### config.mk
export PLATFORM = sky130hd
export DESIGN_NAME = date_day_count_shift_core
export DESIGN_NICKNAME = d
export VERILOG_FILES = /design/src/sv/ddcs_pkg.sv /design/src/sv/ddcs_dp.sv /design/src/sv/ddcs_ctrl.sv /design/src/sv/date_day_count_shift_core.sv
export VERILOG_INCLUDE_DIRS = /design/src /design/src/sv
export SDC_FILE = /design/constraint.sdc
export NUM_CORES = 1
export LEC_CHECK = 0
export BUFFER_PORTS_ARGS = -buffer_cell sky130_fd_sc_hd__buf_2
export CAP_MARGIN = 20
export CELL_PAD_IN_SITES_DETAIL_PLACEMENT = 0
export CELL_PAD_IN_SITES_GLOBAL_PLACEMENT = 1
export CORE_MARGIN = 5
export CORE_UTILIZATION = 50
export DETAILED_ROUTE_END_ITERATION = 12
export GPL_TIMING_DRIVEN = 0
export PLACE_DENSITY_LB_ADDON = 0.1
export SETUP_SLACK_MARGIN = 0.1
export SLEW_MARGIN = 20
export SYNTH_ARGS = -nofsm -noshare
export SYNTH_HDL_FRONTEND = slang
export SYNTH_HIERARCHICAL = 1
export SYNTH_SLANG_ARGS = --single-unit
### constraint.sdc
create_clock -name clk -period 14.4 [get_ports clk]
set_input_delay 2.16 -clock clk [delete_from_list [all_inputs] [get_ports clk]]
set_output_delay 2.16 -clock clk [all_outputs]
set_load 0.01 [all_outputs]
### src/sv/date_day_count_shift_core_defines.svh
// ============================================================================
// Assertion macros for the date day count shift core
// Concurrent checks that are compiled only for simulation; in synthesis the
// macros expand to nothing.
// ============================================================================
`ifndef DATE_DAY_COUNT_SHIFT_CORE_DEFINES_SVH
`define DATE_DAY_COUNT_SHIFT_CORE_DEFINES_SVH
`ifndef SYNTHESIS
`define DDCS_ASSERT_IMP(lbl, clk, rst_n, ante, cons) \
    lbl: assert property (@(posedge clk) disable iff (!rst_n) (ante) |-> (cons)) \
        else $error("ddcs check failed");
`define DDCS_ASSERT_NXT(lbl, clk, rst_n, ante, cons) \
    lbl: assert property (@(posedge clk) disable iff (!rst_n) (ante) |=> (cons)) \
        else $error("ddcs check failed");
`else
`define DDCS_ASSERT_IMP(lbl, clk, rst_n, ante, cons)
`define DDCS_ASSERT_NXT(lbl, clk, rst_n, ante, cons)
`endif
`endif

### src/sv/ddcs_pkg.sv
// ============================================================================
// Date day count shift package
// Calendar constants, step and month tables, and the command and status
// types shared by the controller and the datapath.
// ============================================================================
package ddcs_pkg;

    localparam int MAX_YEAR = 9999;

    // Day count of 31 December MAX_YEAR, counting 1 January 1901 as day 1.
    localparam int LIMIT_INT = (MAX_YEAR - 1900) * 365
                             + (MAX_YEAR / 4 - MAX_YEAR / 100 + MAX_YEAR / 400)
                             - (1900 / 4 - 1900 / 100 + 1900 / 400);

    localparam logic [21:0] LIMIT       = 22'(LIMIT_INT);
    localparam logic [13:0] MAX_YEAR_V  = 14'(MAX_YEAR);
    localparam logic [13:0] FIRST_YEAR  = 14'd1901;
    // The division steps work relative to 1 January 1601, the start of a
    // 400-year cycle; 1901 lies 109572 days later.
    localparam logic [13:0] EPOCH_YEAR  = 14'd1601;
    localparam logic [21:0] EPOCH_DAYS  = 22'd109572;
    localparam logic [3:0]  STEP_LAST   = 4'd13;
    localparam logic [3:0]  MONTH_LAST  = 4'd11;

    typedef struct packed {
        logic [12:0] years;
        logic [21:0] days;
    } step_t;

    typedef struct packed {
        logic load;
        logic step;
        logic fwd;
        logic base;
        logic clamp;
        logic mprep;
        logic mstep;
        logic out_load;
    } cmd_t;

    typedef struct packed {
        logic month_done;
    } status_t;

    // One restoring step of the mixed radix split into 400, 100, 4 and 1
    // year periods, largest multiple first.
    function automatic step_t step_entry(input logic [3:0] idx);
        step_t e;
        case (idx)
            4'd0:    e = '{13'd6400, 22'd2337552};
            4'd1:    e = '{13'd3200, 22'd1168776};
            4'd2:    e = '{13'd1600, 22'd584388};
            4'd3:    e = '{13'd800,  22'd292194};
            4'd4:    e = '{13'd400,  22'd146097};
            4'd5:    e = '{13'd200,  22'd73048};
            4'd6:    e = '{13'd100,  22'd36524};
            4'd7:    e = '{13'd64,   22'd23376};
            4'd8:    e = '{13'd32,   22'd11688};
            4'd9:    e = '{13'd16,   22'd5844};
            4'd10:   e = '{13'd8,    22'd2922};
            4'd11:   e = '{13'd4,    22'd1461};
            4'd12:   e = '{13'd2,    22'd730};
            4'd13:   e = '{13'd1,    22'd365};
            default: e = '{13'd0,    22'd0};
        endcase
        return e;
    endfunction

    function automatic logic [4:0] month_len(input logic [3:0] idx, input logic leap);
        logic [4:0] len;
        case (idx)
            4'd0:    len = 5'd31;
            4'd1:    len = leap ? 5'd29 : 5'd28;
            4'd2:    len = 5'd31;
            4'd3:    len = 5'd30;
            4'd4:    len = 5'd31;
            4'd5:    len = 5'd30;
            4'd6:    len = 5'd31;
            4'd7:    len = 5'd31;
            4'd8:    len = 5'd30;
            4'd9:    len = 5'd31;
            4'd10:   len = 5'd30;
            4'd11:   len = 5'd31;
            default: len = 5'd0;
        endcase
        return len;
    endfunction

    // Days before the month in a common year.
    function automatic logic [8:0] days_before_month(input logic [3:0] idx);
        logic [8:0] d;
        case (idx)
            4'd0:    d = 9'd0;
            4'd1:    d = 9'd31;
            4'd2:    d = 9'd59;
            4'd3:    d = 9'd90;
            4'd4:    d = 9'd120;
            4'd5:    d = 9'd151;
            4'd6:    d = 9'd181;
            4'd7:    d = 9'd212;
            4'd8:    d = 9'd243;
            4'd9:    d = 9'd273;
            4'd10:   d = 9'd304;
            4'd11:   d = 9'd334;
            default: d = 9'd0;
        endcase
        return d;
    endfunction

endpackage

### src/sv/ddcs_dp.sv
// ============================================================================
// Date day count shift datapath
// Shared restoring step unit for year splitting in both directions, base
// count and clamp logic, month scan and the output register.
// ============================================================================
module ddcs_dp
(
    input  logic             clk,
    input  ddcs_pkg::cmd_t   cmd,
    input  logic [3:0]       step_idx,
    input  logic [4:0]       in_day,
    input  logic [3:0]       in_month,
    input  logic [13:0]      in_year,
    input  logic [22:0]      offset_days,
    output ddcs_pkg::status_t status,
    output logic [4:0]       out_day,
    output logic [3:0]       out_month,
    output logic [13:0]      out_year,
    output logic [21:0]      day_count,
    output logic             date_valid,
    output logic             saturated
);
    import ddcs_pkg::*;

    logic [4:0]  day_reg;
    logic [3:0]  month_reg;
    logic [22:0] off_reg;
    logic        year_ok_reg;
    logic [21:0] rem_reg;
    logic [21:0] acc_reg;
    logic [13:0] taken_reg;
    logic [21:0] base_reg;
    logic        valid_reg;
    logic [21:0] n_reg;
    logic        sat_reg;
    logic [8:0]  r_reg;
    logic [3:0]  mon_reg;
    logic        leap_reg;
    logic [4:0]  out_day_reg;
    logic [3:0]  out_month_reg;
    logic [13:0] out_year_reg;
    logic [21:0] out_count_reg;
    logic        out_valid_flag_reg;
    logic        out_sat_reg;

    step_t       ent;
    logic [21:0] sub_val;
    logic [21:0] add_val;
    logic        take;
    logic        leap_now;
    logic [3:0]  month_idx;
    logic [4:0]  in_month_len;
    logic        date_ok;
    logic [21:0] base_next;
    logic [24:0] sum;
    logic [21:0] n_next;
    logic        sat_next;
    logic [4:0]  scan_len;
    logic        scan_go;
    logic        year_ok_in;

    always_comb
    begin
        ent     = step_entry(step_idx);
        sub_val = cmd.fwd ? {9'd0, ent.years} : ent.days;
        add_val = cmd.fwd ? ent.days : {9'd0, ent.years};
        take    = (rem_reg >= sub_val);

        // Quotient bits of the last steps: q1 in [1:0], q4 in [6:2], q100 in
        // [8:7]. The final year of a 4-year group is leap unless it closes a
        // century that is not the last of its 400-year cycle.
        leap_now = (taken_reg[1:0] == 2'd3)
                && ((taken_reg[6:2] != 5'd24) || (taken_reg[8:7] == 2'd3));

        month_idx    = month_reg - 4'd1;
        in_month_len = month_len(month_idx, leap_now);
        date_ok      = year_ok_reg && (month_reg >= 4'd1) && (month_reg <= 4'd12)
                    && (day_reg != 5'd0) && (day_reg <= in_month_len);
        base_next    = acc_reg - EPOCH_DAYS + 22'(days_before_month(month_idx))
                     + 22'(leap_now && (month_reg > 4'd2)) + 22'(day_reg);

        sum = $signed({3'b000, base_reg}) + $signed({{2{off_reg[22]}}, off_reg});
        if (sum[24])
        begin
            n_next   = '0;
            sat_next = 1'b0;
        end
        else if (sum > {3'b000, LIMIT})
        begin
            n_next   = LIMIT;
            sat_next = 1'b1;
        end
        else
        begin
            n_next   = sum[21:0];
            sat_next = 1'b0;
        end

        scan_len = month_len(mon_reg, leap_reg);
        scan_go  = (mon_reg < MONTH_LAST) && (r_reg > 9'(scan_len));
        status.month_done = !scan_go;

        year_ok_in = (in_year >= FIRST_YEAR) && (in_year <= MAX_YEAR_V);
    end

    always_ff @(posedge clk)
    begin
        if (cmd.load)
        begin
            day_reg     <= in_day;
            month_reg   <= in_month;
            off_reg     <= offset_days;
            year_ok_reg <= year_ok_in;
            rem_reg     <= year_ok_in ? 22'(in_year - EPOCH_YEAR) : '0;
            acc_reg     <= '0;
            taken_reg   <= '0;
        end
        else if (cmd.step)
        begin
            if (take)
            begin
                rem_reg <= rem_reg - sub_val;
                acc_reg <= acc_reg + add_val;
            end
            taken_reg <= {taken_reg[12:0], take};
        end
        else if (cmd.base)
        begin
            base_reg  <= date_ok ? base_next : '0;
            valid_reg <= date_ok;
        end
        else if (cmd.clamp)
        begin
            n_reg     <= n_next;
            sat_reg   <= sat_next;
            // Zero-based day number since the 1601 epoch for the reverse split.
            rem_reg   <= n_next + EPOCH_DAYS - 22'd1;
            acc_reg   <= '0;
            taken_reg <= '0;
        end
        else if (cmd.mprep)
        begin
            r_reg    <= rem_reg[8:0] + 9'd1;
            mon_reg  <= '0;
            leap_reg <= leap_now;
        end
        else if (cmd.mstep)
        begin
            if (scan_go)
            begin
                r_reg   <= r_reg - 9'(scan_len);
                mon_reg <= mon_reg + 4'd1;
            end
        end
        else if (cmd.out_load)
        begin
            if (n_reg == '0)
            begin
                out_day_reg   <= '0;
                out_month_reg <= '0;
                out_year_reg  <= '0;
            end
            else
            begin
                out_day_reg   <= r_reg[4:0];
                out_month_reg <= mon_reg + 4'd1;
                out_year_reg  <= acc_reg[13:0] + EPOCH_YEAR;
            end
            out_count_reg      <= n_reg;
            out_valid_flag_reg <= valid_reg;
            out_sat_reg        <= sat_reg;
        end
    end

    assign out_day    = out_day_reg;
    assign out_month  = out_month_reg;
    assign out_year   = out_year_reg;
    assign day_count  = out_count_reg;
    assign date_valid = out_valid_flag_reg;
    assign saturated  = out_sat_reg;

endmodule

### src/sv/ddcs_ctrl.sv
// ============================================================================
// Date day count shift controller
// Sequences the forward split, base and clamp, reverse split, month scan
// and output handoff; owns both handshakes.
// ============================================================================
`include "date_day_count_shift_core_defines.svh"

module ddcs_ctrl
(
    input  logic              clk,
    input  logic              rst_n,
    input  logic              s_tvalid,
    output logic              s_tready,
    output logic              m_tvalid,
    input  logic              m_tready,
    input  ddcs_pkg::status_t status,
    output ddcs_pkg::cmd_t    cmd,
    output logic [3:0]        step_idx
);
    import ddcs_pkg::*;

    typedef enum logic [7:0] {
        ST_IDLE  = 8'b0000_0001,
        ST_FDIV  = 8'b0000_0010,
        ST_BASE  = 8'b0000_0100,
        ST_CLAMP = 8'b0000_1000,
        ST_RDIV  = 8'b0001_0000,
        ST_MPREP = 8'b0010_0000,
        ST_MSCAN = 8'b0100_0000,
        ST_OUT   = 8'b1000_0000
    } state_t;

    state_t      state_reg;
    state_t      state_next;
    logic [3:0]  step_reg;
    logic [3:0]  step_next;
    logic        out_valid_reg;
    logic        out_valid_next;

    always_comb
    begin
        state_next = state_reg;
        step_next  = step_reg;
        cmd        = '0;

        case (state_reg)
            ST_IDLE:
            begin
                step_next = '0;
                if (s_tvalid)
                begin
                    cmd.load   = 1'b1;
                    state_next = ST_FDIV;
                end
            end
            ST_FDIV:
            begin
                cmd.step  = 1'b1;
                cmd.fwd   = 1'b1;
                step_next = step_reg + 4'd1;
                if (step_reg == STEP_LAST)
                begin
                    step_next  = '0;
                    state_next = ST_BASE;
                end
            end
            ST_BASE:
            begin
                cmd.base   = 1'b1;
                state_next = ST_CLAMP;
            end
            ST_CLAMP:
            begin
                cmd.clamp  = 1'b1;
                state_next = ST_RDIV;
            end
            ST_RDIV:
            begin
                cmd.step  = 1'b1;
                step_next = step_reg + 4'd1;
                if (step_reg == STEP_LAST)
                begin
                    step_next  = '0;
                    state_next = ST_MPREP;
                end
            end
            ST_MPREP:
            begin
                cmd.mprep  = 1'b1;
                state_next = ST_MSCAN;
            end
            ST_MSCAN:
            begin
                cmd.mstep = 1'b1;
                if (status.month_done)
                begin
                    state_next = ST_OUT;
                end
            end
            ST_OUT:
            begin
                if (!out_valid_reg || m_tready)
                begin
                    cmd.out_load = 1'b1;
                    state_next   = ST_IDLE;
                end
            end
            default:
            begin
                state_next = ST_IDLE;
            end
        endcase

        if (cmd.out_load)
        begin
            out_valid_next = 1'b1;
        end
        else if (m_tready)
        begin
            out_valid_next = 1'b0;
        end
        else
        begin
            out_valid_next = out_valid_reg;
        end
    end

    always_ff @(posedge clk or negedge rst_n)
    begin
        if (!rst_n)
        begin
            state_reg     <= ST_IDLE;
            step_reg      <= '0;
            out_valid_reg <= 1'b0;
        end
        else
        begin
            state_reg     <= state_next;
            step_reg      <= step_next;
            out_valid_reg <= out_valid_next;
        end
    end

    assign s_tready = (state_reg == ST_IDLE);
    assign m_tvalid = out_valid_reg;
    assign step_idx = step_reg;

    `DDCS_ASSERT_NXT(a_accept_starts_split, clk, rst_n, s_tvalid && s_tready,
        state_reg == ST_FDIV && step_reg == 4'd0)
    `DDCS_ASSERT_NXT(a_split_ends_at_last_step, clk, rst_n,
        state_reg == ST_FDIV && step_reg == STEP_LAST, state_reg == ST_BASE)
    `DDCS_ASSERT_NXT(a_result_waits_for_room, clk, rst_n,
        state_reg == ST_OUT && out_valid_reg && !m_tready,
        state_reg == ST_OUT && out_valid_reg)

endmodule

### src/sv/date_day_count_shift_core.sv
// ============================================================================
// Date day count shift core
// Shifts a Gregorian date by a signed number of days, with the day count
// based at 1 January 1901 and saturation at 31 December of the last year.
// ============================================================================
// Usage: the input stream carries one date and offset per beat; the output
// stream returns one beat per input beat with the shifted date, the day
// count and two flags. The sequencer works on one item at a time: s_tready
// is high while it is idle.
// An item runs a 14-step year split of the input year, a base count step,
// an offset add and clamp step, a 14-step split of the shifted count back
// into years, a setup step and a month scan. The result is then registered
// onto m_tdata. A new beat is taken only once the sequencer is back in idle;
// the two splits run one after the other through the shared step unit.
// The result sits in an output register, so the core goes back to idle and
// accepts the next item while a stalled result waits; it holds its second
// result until the first has been taken.
// Reset clears the sequencer and the output valid; no item is kept.
// ============================================================================
`include "date_day_count_shift_core_defines.svh"

module date_day_count_shift_core
(
    input  logic        clk,
    input  logic        rst_n,
    input  logic        s_tvalid,
    output logic        s_tready,
    input  logic [47:0] s_tdata,    // in_day, in_month, in_year, offset_days, zero fill
    output logic        m_tvalid,
    input  logic        m_tready,
    output logic [47:0] m_tdata,    // out_day, out_month, out_year, day_count, zero fill
    output logic [1:0]  m_tuser     // date_valid, saturated
);
    import ddcs_pkg::*;

    cmd_t        cmd;
    status_t     status;
    logic [3:0]  step_idx;
    logic [4:0]  out_day;
    logic [3:0]  out_month;
    logic [13:0] out_year;
    logic [21:0] day_count;
    logic        date_valid;
    logic        saturated;

    ddcs_ctrl u_ctrl
    (
        .clk      (clk),
        .rst_n    (rst_n),
        .s_tvalid (s_tvalid),
        .s_tready (s_tready),
        .m_tvalid (m_tvalid),
        .m_tready (m_tready),
        .status   (status),
        .cmd      (cmd),
        .step_idx (step_idx)
    );

    ddcs_dp u_dp
    (
        .clk         (clk),
        .cmd         (cmd),
        .step_idx    (step_idx),
        .in_day      (s_tdata[4:0]),
        .in_month    (s_tdata[8:5]),
        .in_year     (s_tdata[22:9]),
        .offset_days (s_tdata[45:23]),
        .status      (status),
        .out_day     (out_day),
        .out_month   (out_month),
        .out_year    (out_year),
        .day_count   (day_count),
        .date_valid  (date_valid),
        .saturated   (saturated)
    );

    assign m_tdata = {3'b000, day_count, out_year, out_month, out_day};
    assign m_tuser = {saturated, date_valid};

    `DDCS_ASSERT_IMP(a_count_in_range, clk, rst_n, m_tvalid, day_count <= LIMIT)
    `DDCS_ASSERT_IMP(a_zero_count_zero_date, clk, rst_n, m_tvalid && day_count == '0,
        out_day == '0 && out_month == '0 && out_year == '0)
    `DDCS_ASSERT_IMP(a_saturated_at_limit, clk, rst_n, m_tvalid && saturated,
        day_count == LIMIT)

endmodule
==> qor.yml, run 1 <==
post_cts_setup_buffer_count: 0
die_w_um: 183
final_cell_mix: "nor2_1, edfxtp_1, ha_1"
cts_num_sinks: 206
max_cap_viol_count: 0
yosys_warnings: 6
synth_area_leader_cell: "edfxtp_1"
die-area_mm2: 0.0336
register_area_mm2: 0.00581
routed_wirelength_um: 40400
port-buffer-count: 98
syn_area_mm2: 0.0150
drc: 0
critPathCaptureType: "register"
grt_setup_unrepaired: "no"
postCtsResizedCells: 0
final.setup_skew_ps: 19.9
yosys-mux-area-fraction_pct: 0.624
final_layout_size_suffix_gt1_share_pct: 11.4
fin_nets: 1944
synth_edf_count: 162
place.detailed.hpwl_um: 31900
layout-area-overhead-vs-synth_pct: 12.5
num_antenna_cells: 0
postLayoutCellArea_mm2: 0.0169
antenna_found_initial: 0
clk_pin_slew_worst_paths_ps: 60
hold_buffers: 0
status: "completed"
criticalPathCategory: "register to register"
worst_slew_margin_rel_pct: 35.8
synth_compound_area_share_pct: 18.1
placementRows: 63
report.final.slew_viol_count: 0
synth_adder_area_share_pct: 12.8
layout.cells.most_common: "nor2_1"
synthTopCellsByArea: "edfxtp_1, ha_1, xnor2_1"
multi_input_area_mm2: 0.00864
yosys.cell_types.count: 91
grt_pass1_vias: 11622
largest_register_ffs: 23
min_path_cells: 0
syn_avg_cell_area_um2: 9.36
drt-pass1-iter-count: 7
route.detailed.vias_per_inst: 5.76
worst_hold_path_type: "register to register"
final.period_utilization_pct: 49.0
placed_area_mm2: 0.0162
asyncSetResetFlopFracSynth_pct: 6.31
crit_path_max_fanout: 17
critPathRequiredTime_ps: 14680
period_minus_ws_final_ps: 7060
layout.core_utilization_pct: 57.0
timing.critical_path.from_type: "register"
htreeDepth: 1
fin_setup_tns_ps: 0
peakVddDrop_uv: 186
clock.fmax_mhz: 142
post_synth_inst_count: 1606
setup_violations: 0
cts_tree: "yes"
root_buffer: "clkbuf_16"
final_antenna_net_count: 0
synth-main-ff-cell: "edfxtp_1"
route.detailed.wl_per_inst_um: 18.8
io-pin-count: 104
grt.total_usage_pct: 23.4
core_region_area_mm2: 0.0296
register_area_share_after_synthesis_pct: 38.7
post_synth_xor_area_fraction_pct: 7.87
worst_ep_arrival_time_ps: 7340
grt-ovfl-total: 0
post_synth_and_or_nand_nor_area_fraction_pct: 17.8
synth_largest_type_area_fraction_pct: 32.4
power_per_cell_area_mw_per_mm2: 192
cts_made_buffers: 24
worstSkewPairLatency_ps: 540
gp_congestion: 0.930
synth_top_family_by_area: "compound AO/OA/AOI/OAI gates"
grt_start_max_net_pins: 24
num-fill-cells: 2753
clk_path_buf_depth: 3
leakagePower_uw: 0.00690
fp.dieH_um: 183
tightestPinTransition_ps: 961
drt-initial-drc-count: 862
worst_reg_to_reg_path_cell_count: 22
grt_first_pass_wirelength_um: 63000
initial_utilization_pct: 50.7
worst_hold_margin_ps: 430
num_vias: 12398
final-hold-violation-count: 0
synth-seq-cells: 206
==> layer usage <==
layer  global-route usage (%)  up-vias  part of all wire, %
met5                        0        -                    0
met2                     37.3      379                   45
li1                         -     6122                    -
met4                     6.41        0                  2.7
met3                     3.17       68                  6.4
met1                     33.7     5829                   46
==> kinds of logic (layout without fill, tap and decap cells) <==
kind of cell	count (synthesis)	in the layout
AOI/OAI and AO/OA	407	407
buffers and inverters	154	308
xor gates and xnor gates	135	135
DFF	206	206
and+or+nand+nor	546	546
muxes	9	9
other	1	3
adders and majority gates	148	148
==> where the power goes <==
group	switching [uW]	leakage, uW	internal [uW]
clock network	256	0.000364	326
logic	1090	0.00465	714
registers	77.5	0.00188	774
total	1430	0.00690	1810
==> per-stage QoR <==
| step | setup slack [ps] | total power (uW) | std cells |
|---|---|---|---|
| 6_report | 7340 | 3240 | 2152 |
| 5_1_grt | 6930 | 3490 | 2152 |
| 4_1_cts | 7400 | 3250 | 2152 |
| 3_5_place_dp | 7430 | 2650 | 2108 |
| 3_3_place_gp | 2350 | 2630 | 2096 |
| 2_1_floorplan | 5910 | 2180 | 1608 |
==> cell type report <==
| cell class | instances | share of cell area, % |
|---|---|---|
| Buffer | 61 | 1.58 |
| Clock buffer | 31 | 3.89 |
| Clock inverter | 13 | 0.540 |
| Inverter | 93 | 2.06 |
| Multi-Input combinational cell | 1248 | 51.1 |
| Sequential cell | 206 | 34.4 |
| Tap cell | 390 | 2.89 |
| Timing Repair Buffer | 110 | 3.57 |
==> cells in the mapped netlist, drive strengths merged, types with 28 or more instances <==
| cell | number |
|---|---|
| a21o | 36 |
| nand3 | 43 |
| nor2 | 165 |
| nor3 | 33 |
| dfxtp | 31 |
| edfxtp | 162 |
| nor2b | 29 |
| a21oi | 96 |
| xnor2 | 95 |
| ha | 138 |
| inv | 92 |
| o21ai | 102 |
| clkbuf | 47 |
| nand2 | 130 |
| xor2 | 40 |
| nand2b | 28 |
==> final timing paths <==
check / end / slack [ps] / startpoint
worst max-delay path: u_dp/rem_reg[2] / 7340 / u_ctrl/state_reg[7]
worst min-delay path: u_dp/saturated / 430 / u_dp/sat_reg
worst max register to register: u_dp/rem_reg[2] / 7340 / u_ctrl/state_reg[7]
worst min register to register: u_dp/saturated / 430 / u_dp/sat_reg
max in group asynchronous: u_ctrl/state_reg[0] / 12590 / rst_n
min in group asynchronous: u_ctrl/state_reg[4] / 1520 / rst_n
==> worst max-delay path, cell delays in order (launching register included) <==
cell	delay [ps]
dfrtp_1	450
or4_4	600
nor2_1	140
nand3_1	110
inv_1	110
buf_4	100
clkbuf_1	260
clkbuf_1	430
buf_1	480
a21oi_1	170
ha_1	370
a21oi_1	230
o21bai_1	90
a21oi_1	250
o21bai_1	130
o31a_1	280
o21bai_1	220
a31oi_1	110
or3b_2	470
a311oi_2	800
inv_1	290
clkbuf_2	420
buf_16	280
Power figures use the tool's default switching activity.
==> inputs of run 2 (changes only) <==
ABC_AREA = 1   (was default)
CORE_UTILIZATION = 42   (was 50)
clock period = 5.9 ns   (was 14.4 ns; I/O delays follow)
==> qor.yml, run 2 <==
worst_reg_to_reg_path_cell_count: 27  # +23%
placementRows: 70  # +11%
netSwitchingPower_uw: 4410  # +210%
critPathCaptureType: "register"
post-route-worst-setup-slack_ps: 577  # -6770 ps
yosys.cell_types.count: 63  # -31%
worstSkewPairLatency_ps: 550  # about the same
synth-main-ff-cell: "edfxtp_1"
tightestPinTransition_ps: 774  # -187 ps
grt_setup_unrepaired: "no"
layout-area-overhead-vs-synth_pct: 13.9
route.detailed.vias_per_inst: 5.13  # -11%
cp-endpoint: "u_dp/rem_reg[11]"
grt.total_usage_pct: 21.3  # -2.1 points
largest_register_ffs: 23  # unchanged
hold_buffers: 0  # unchanged
p_clk_share_pct: 18.4  # +0.5 points
status: "completed"
power.share.sequential_pct: 23.7  # -2.6 points
final_cell_mix: "nand2_1, inv_1, edfxtp_1"
synth_edf_count: 162  # unchanged
placed_area_mm2: 0.0169  # +4.7%
place.detailed.hpwl_um: 36400  # +14%
synth_largest_type_area_fraction_pct: 31.0  # -1.4 points
sw_ratio_pct: 47.6  # +3.5 points
antenna_found_initial: 0  # unchanged
yosys_warnings: 6  # unchanged
drt-initial-drc-count: 921  # +6.8%
setup.worst_path.start: "u_ctrl/state_reg[5]"
grt_start_max_net_pins: 32  # +33%
routed_wirelength_um: 44900  # +11%
gp_congestion: 0.949  # +2.1%
crit_path_max_fanout: 31  # +14
clk_path_buf_depth: 3  # unchanged
crit-reg2reg-capture: "u_dp/rem_reg[11]"
combinationalPowerShare_pct: 57.9  # +2.1 points
grt-ovfl-total: 0  # unchanged
final_antenna_net_count: 0  # unchanged
max_cap_viol_count: 0  # unchanged
io-pin-count: 104  # unchanged
root_buffer: "clkbuf_16"
preCtsSetupSlack_ps: 62.4  # -7370 ps
worst_ep_arrival_time_ps: 5530  # -1810 ps
leakagePower_uw: 0.00849  # +23%
num_antenna_cells: 0  # unchanged
post_synth_inst_count: 2071  # +29%
final.setup_skew_ps: 23.5  # +3.69 ps
reg2reg_from: "u_ctrl/state_reg[5]"
setup.reg_to_reg.worst_slack_ps: 580  # -6770 ps
layout.cells.most_common: "nand2_1"
critPathRequiredTime_ps: 6100  # -8580 ps
fp.dieH_um: 203  # +11%
criticalPathCategory: "register to register"
worst_hold_path_type: "input port to asynchronous set/reset pin"
route.detailed.wl_per_inst_um: 16.7  # -11%
num_vias: 13839  # +12%
port-buffer-count: 98  # unchanged
synth_area_leader_cell: "edfxtp_1"
initial_utilization_pct: 42.7  # -8.0 points
cts_num_sinks: 206  # unchanged
grt_pass1_vias: 13133  # +13%
clock.fmax_mhz: 188  # +33%
power_per_cell_area_mw_per_mm2: 519  # +170%
fin_nets: 2408  # +24%
yosysMostFrequentCell: "nand2_1"
synth-seq-cells: 206  # unchanged
peakVddDrop_uv: 385  # +110%
syn_area_mm2: 0.0157  # +4.5%
timing.critical_path.from_type: "register"
syn_avg_cell_area_um2: 7.58  # -19%
htreeDepth: 1  # unchanged
final-hold-violation-count: 0  # unchanged
grt_first_pass_wirelength_um: 70700  # +12%
die_w_um: 203  # +11%
final.period_utilization_pct: 90.2  # +41 points
clk_pin_slew_worst_paths_ps: 60  # about the same
internal_power_uw: 4870  # +170%
period_minus_ws_final_ps: 5320  # -1730 ps
core_region_area_mm2: 0.0368  # +24%
synth_top_cells_by_count: "nand2_1, inv_1, edfxtp_1"
synthTopCellsByArea: "edfxtp_1, nand2_1, ha_1"
die-area_mm2: 0.0414  # +23%
final_layout_size_suffix_gt1_share_pct: 11.3  # -0.097 points
cts_tree: "yes"
cts_made_buffers: 26  # +8.3%
worst_slew_margin_rel_pct: 48.0  # +12 points
drt-pass1-iter-count: 5  # -2
asyncSetResetFlopFracSynth_pct: 6.31  # unchanged
setup_violations: 0  # unchanged
register_area_share_after_synthesis_pct: 37.0  # -1.6 points
drc: 0  # unchanged
postLayoutCellArea_mm2: 0.0179  # +5.8%
report.final.slew_viol_count: 0  # unchanged
[run 2: changes by cell type after synthesis, moves of 42 or more]
| cell | before | now |
|---|---|---|
| inv_1 | 92 | 330 |
| nand2_1 | 129 | 491 |
| a21oi_1 | 95 | 137 |
| xnor2_1 | 95 | 26 |
| o21ai_0 | 100 | 142 |
| nand3_1 | 43 | 113 |
[run 2: worst min path at each step]
stage | cells after the start | start | slack, ps | endpoint
final | 1 | rst_n | 230 | u_ctrl/state_reg[6]
after global routing | 1 | rst_n | 230 | u_ctrl/state_reg[6]
after CTS | 1 | rst_n | 210 | u_ctrl/state_reg[6]
after detailed placement | 0 | u_dp/sat_reg | 410 | u_dp/saturated
after global placement | 0 | u_dp/sat_reg | 400 | u_dp/saturated
after floorplan | 0 | u_dp/valid_reg | 400 | u_dp/date_valid
[run 2: what timing repair did]
action,4_1_cts,5_1_grt
endpoints found under the setup margin,22,36
gates resized for setup,1,13
endpoints found under the hold margin,0,0
buffers inserted,0,2
[run 2: critical path, cell delays in order, from the launching register on]
cell and delay, ps:
dfrtp_1 400, nor2_2 150, nand2_2 130, inv_4 90
nand2_4 80, inv_1 60, buf_4 90, clkbuf_1 330
inv_1 160, clkbuf_1 260, nand2_1 120, o21ai_1 140
ha_1 400, nand2_1 70, inv_1 70, nand2_1 50
nand2_1 120, a21oi_1 110, inv_1 100, a21oi_1 100
o21ai_0 320, a21oi_1 170, o31ai_1 370, nand2_2 250
nand2_1 180, nor2_1 60, inv_2 220, buf_6 340
[run 2: layout make-up]
class	instances	area (um2)
tap	468	586
fill	3729	18900
clock buffer	32	758
timing repair buffer	107	591
buffer	40	205
clock inverter	16	184
sequential	206	5810
inverter	351	1320
multi-input combinational	1476	8430
[run 2: power groups by stage]
| stage | logic [uW] | registers [uW] | clock network (uW) |
|---|---|---|---|
| global route | 6100 | 2230 | 1830 |
| CTS | 5350 | 2200 | 1760 |
| finish | 5370 | 2200 | 1710 |
| floorplan | 3890 | 2150 | 0 |
| global placement | 5260 | 2240 | 0 |
| detailed placement | 5310 | 2230 | 0 |
[run 2: layer usage]
metal | global-route usage, % | up-vias | wire length, um
met3 | 2.32 | 53 | 1860
met4 | 4.72 | 0 | 901
li1 | - | 7142 | -
met1 | 31.1 | 6390 | 22100
met2 | 34.4 | 254 | 20000
met5 | 0 | - | 0
[run 2: logic make-up (layout without fill, tap and decap cells)]
group / Yosys count / after routing / share of synthesized area (%)
AND/OR/NAND/NOR: 894 / 894 / 24.6
adder cells (fa/ha/maj): 148 / 148 / 12.3
AO/OA/AOI/OAI: 380 / 380 / 13.5
buffers and inverters: 391 / 546 / 9.68
flip-flops: 206 / 206 / 37.0
other: 1 / 3 / 0.0239
XOR/XNOR: 51 / 51 / 2.84
[run 2: per-stage QoR]
step / util (%) / std cells / setup TNS, ps / hold WS (ps) / power [uW]
final: 48.6 / 2696 / 0 / 229 / 9280
after global routing: 48.6 / 2696 / 0 / 228 / 10200
after CTS: 48.5 / 2694 / 0 / 213 / 9320
after detailed placement: 46.0 / 2646 / 0 / 408 / 7540
after global placement: 45.6 / 2639 / -98290 / 402 / 7500
after floorplan: - / 2073 / 0 / 400 / 6040
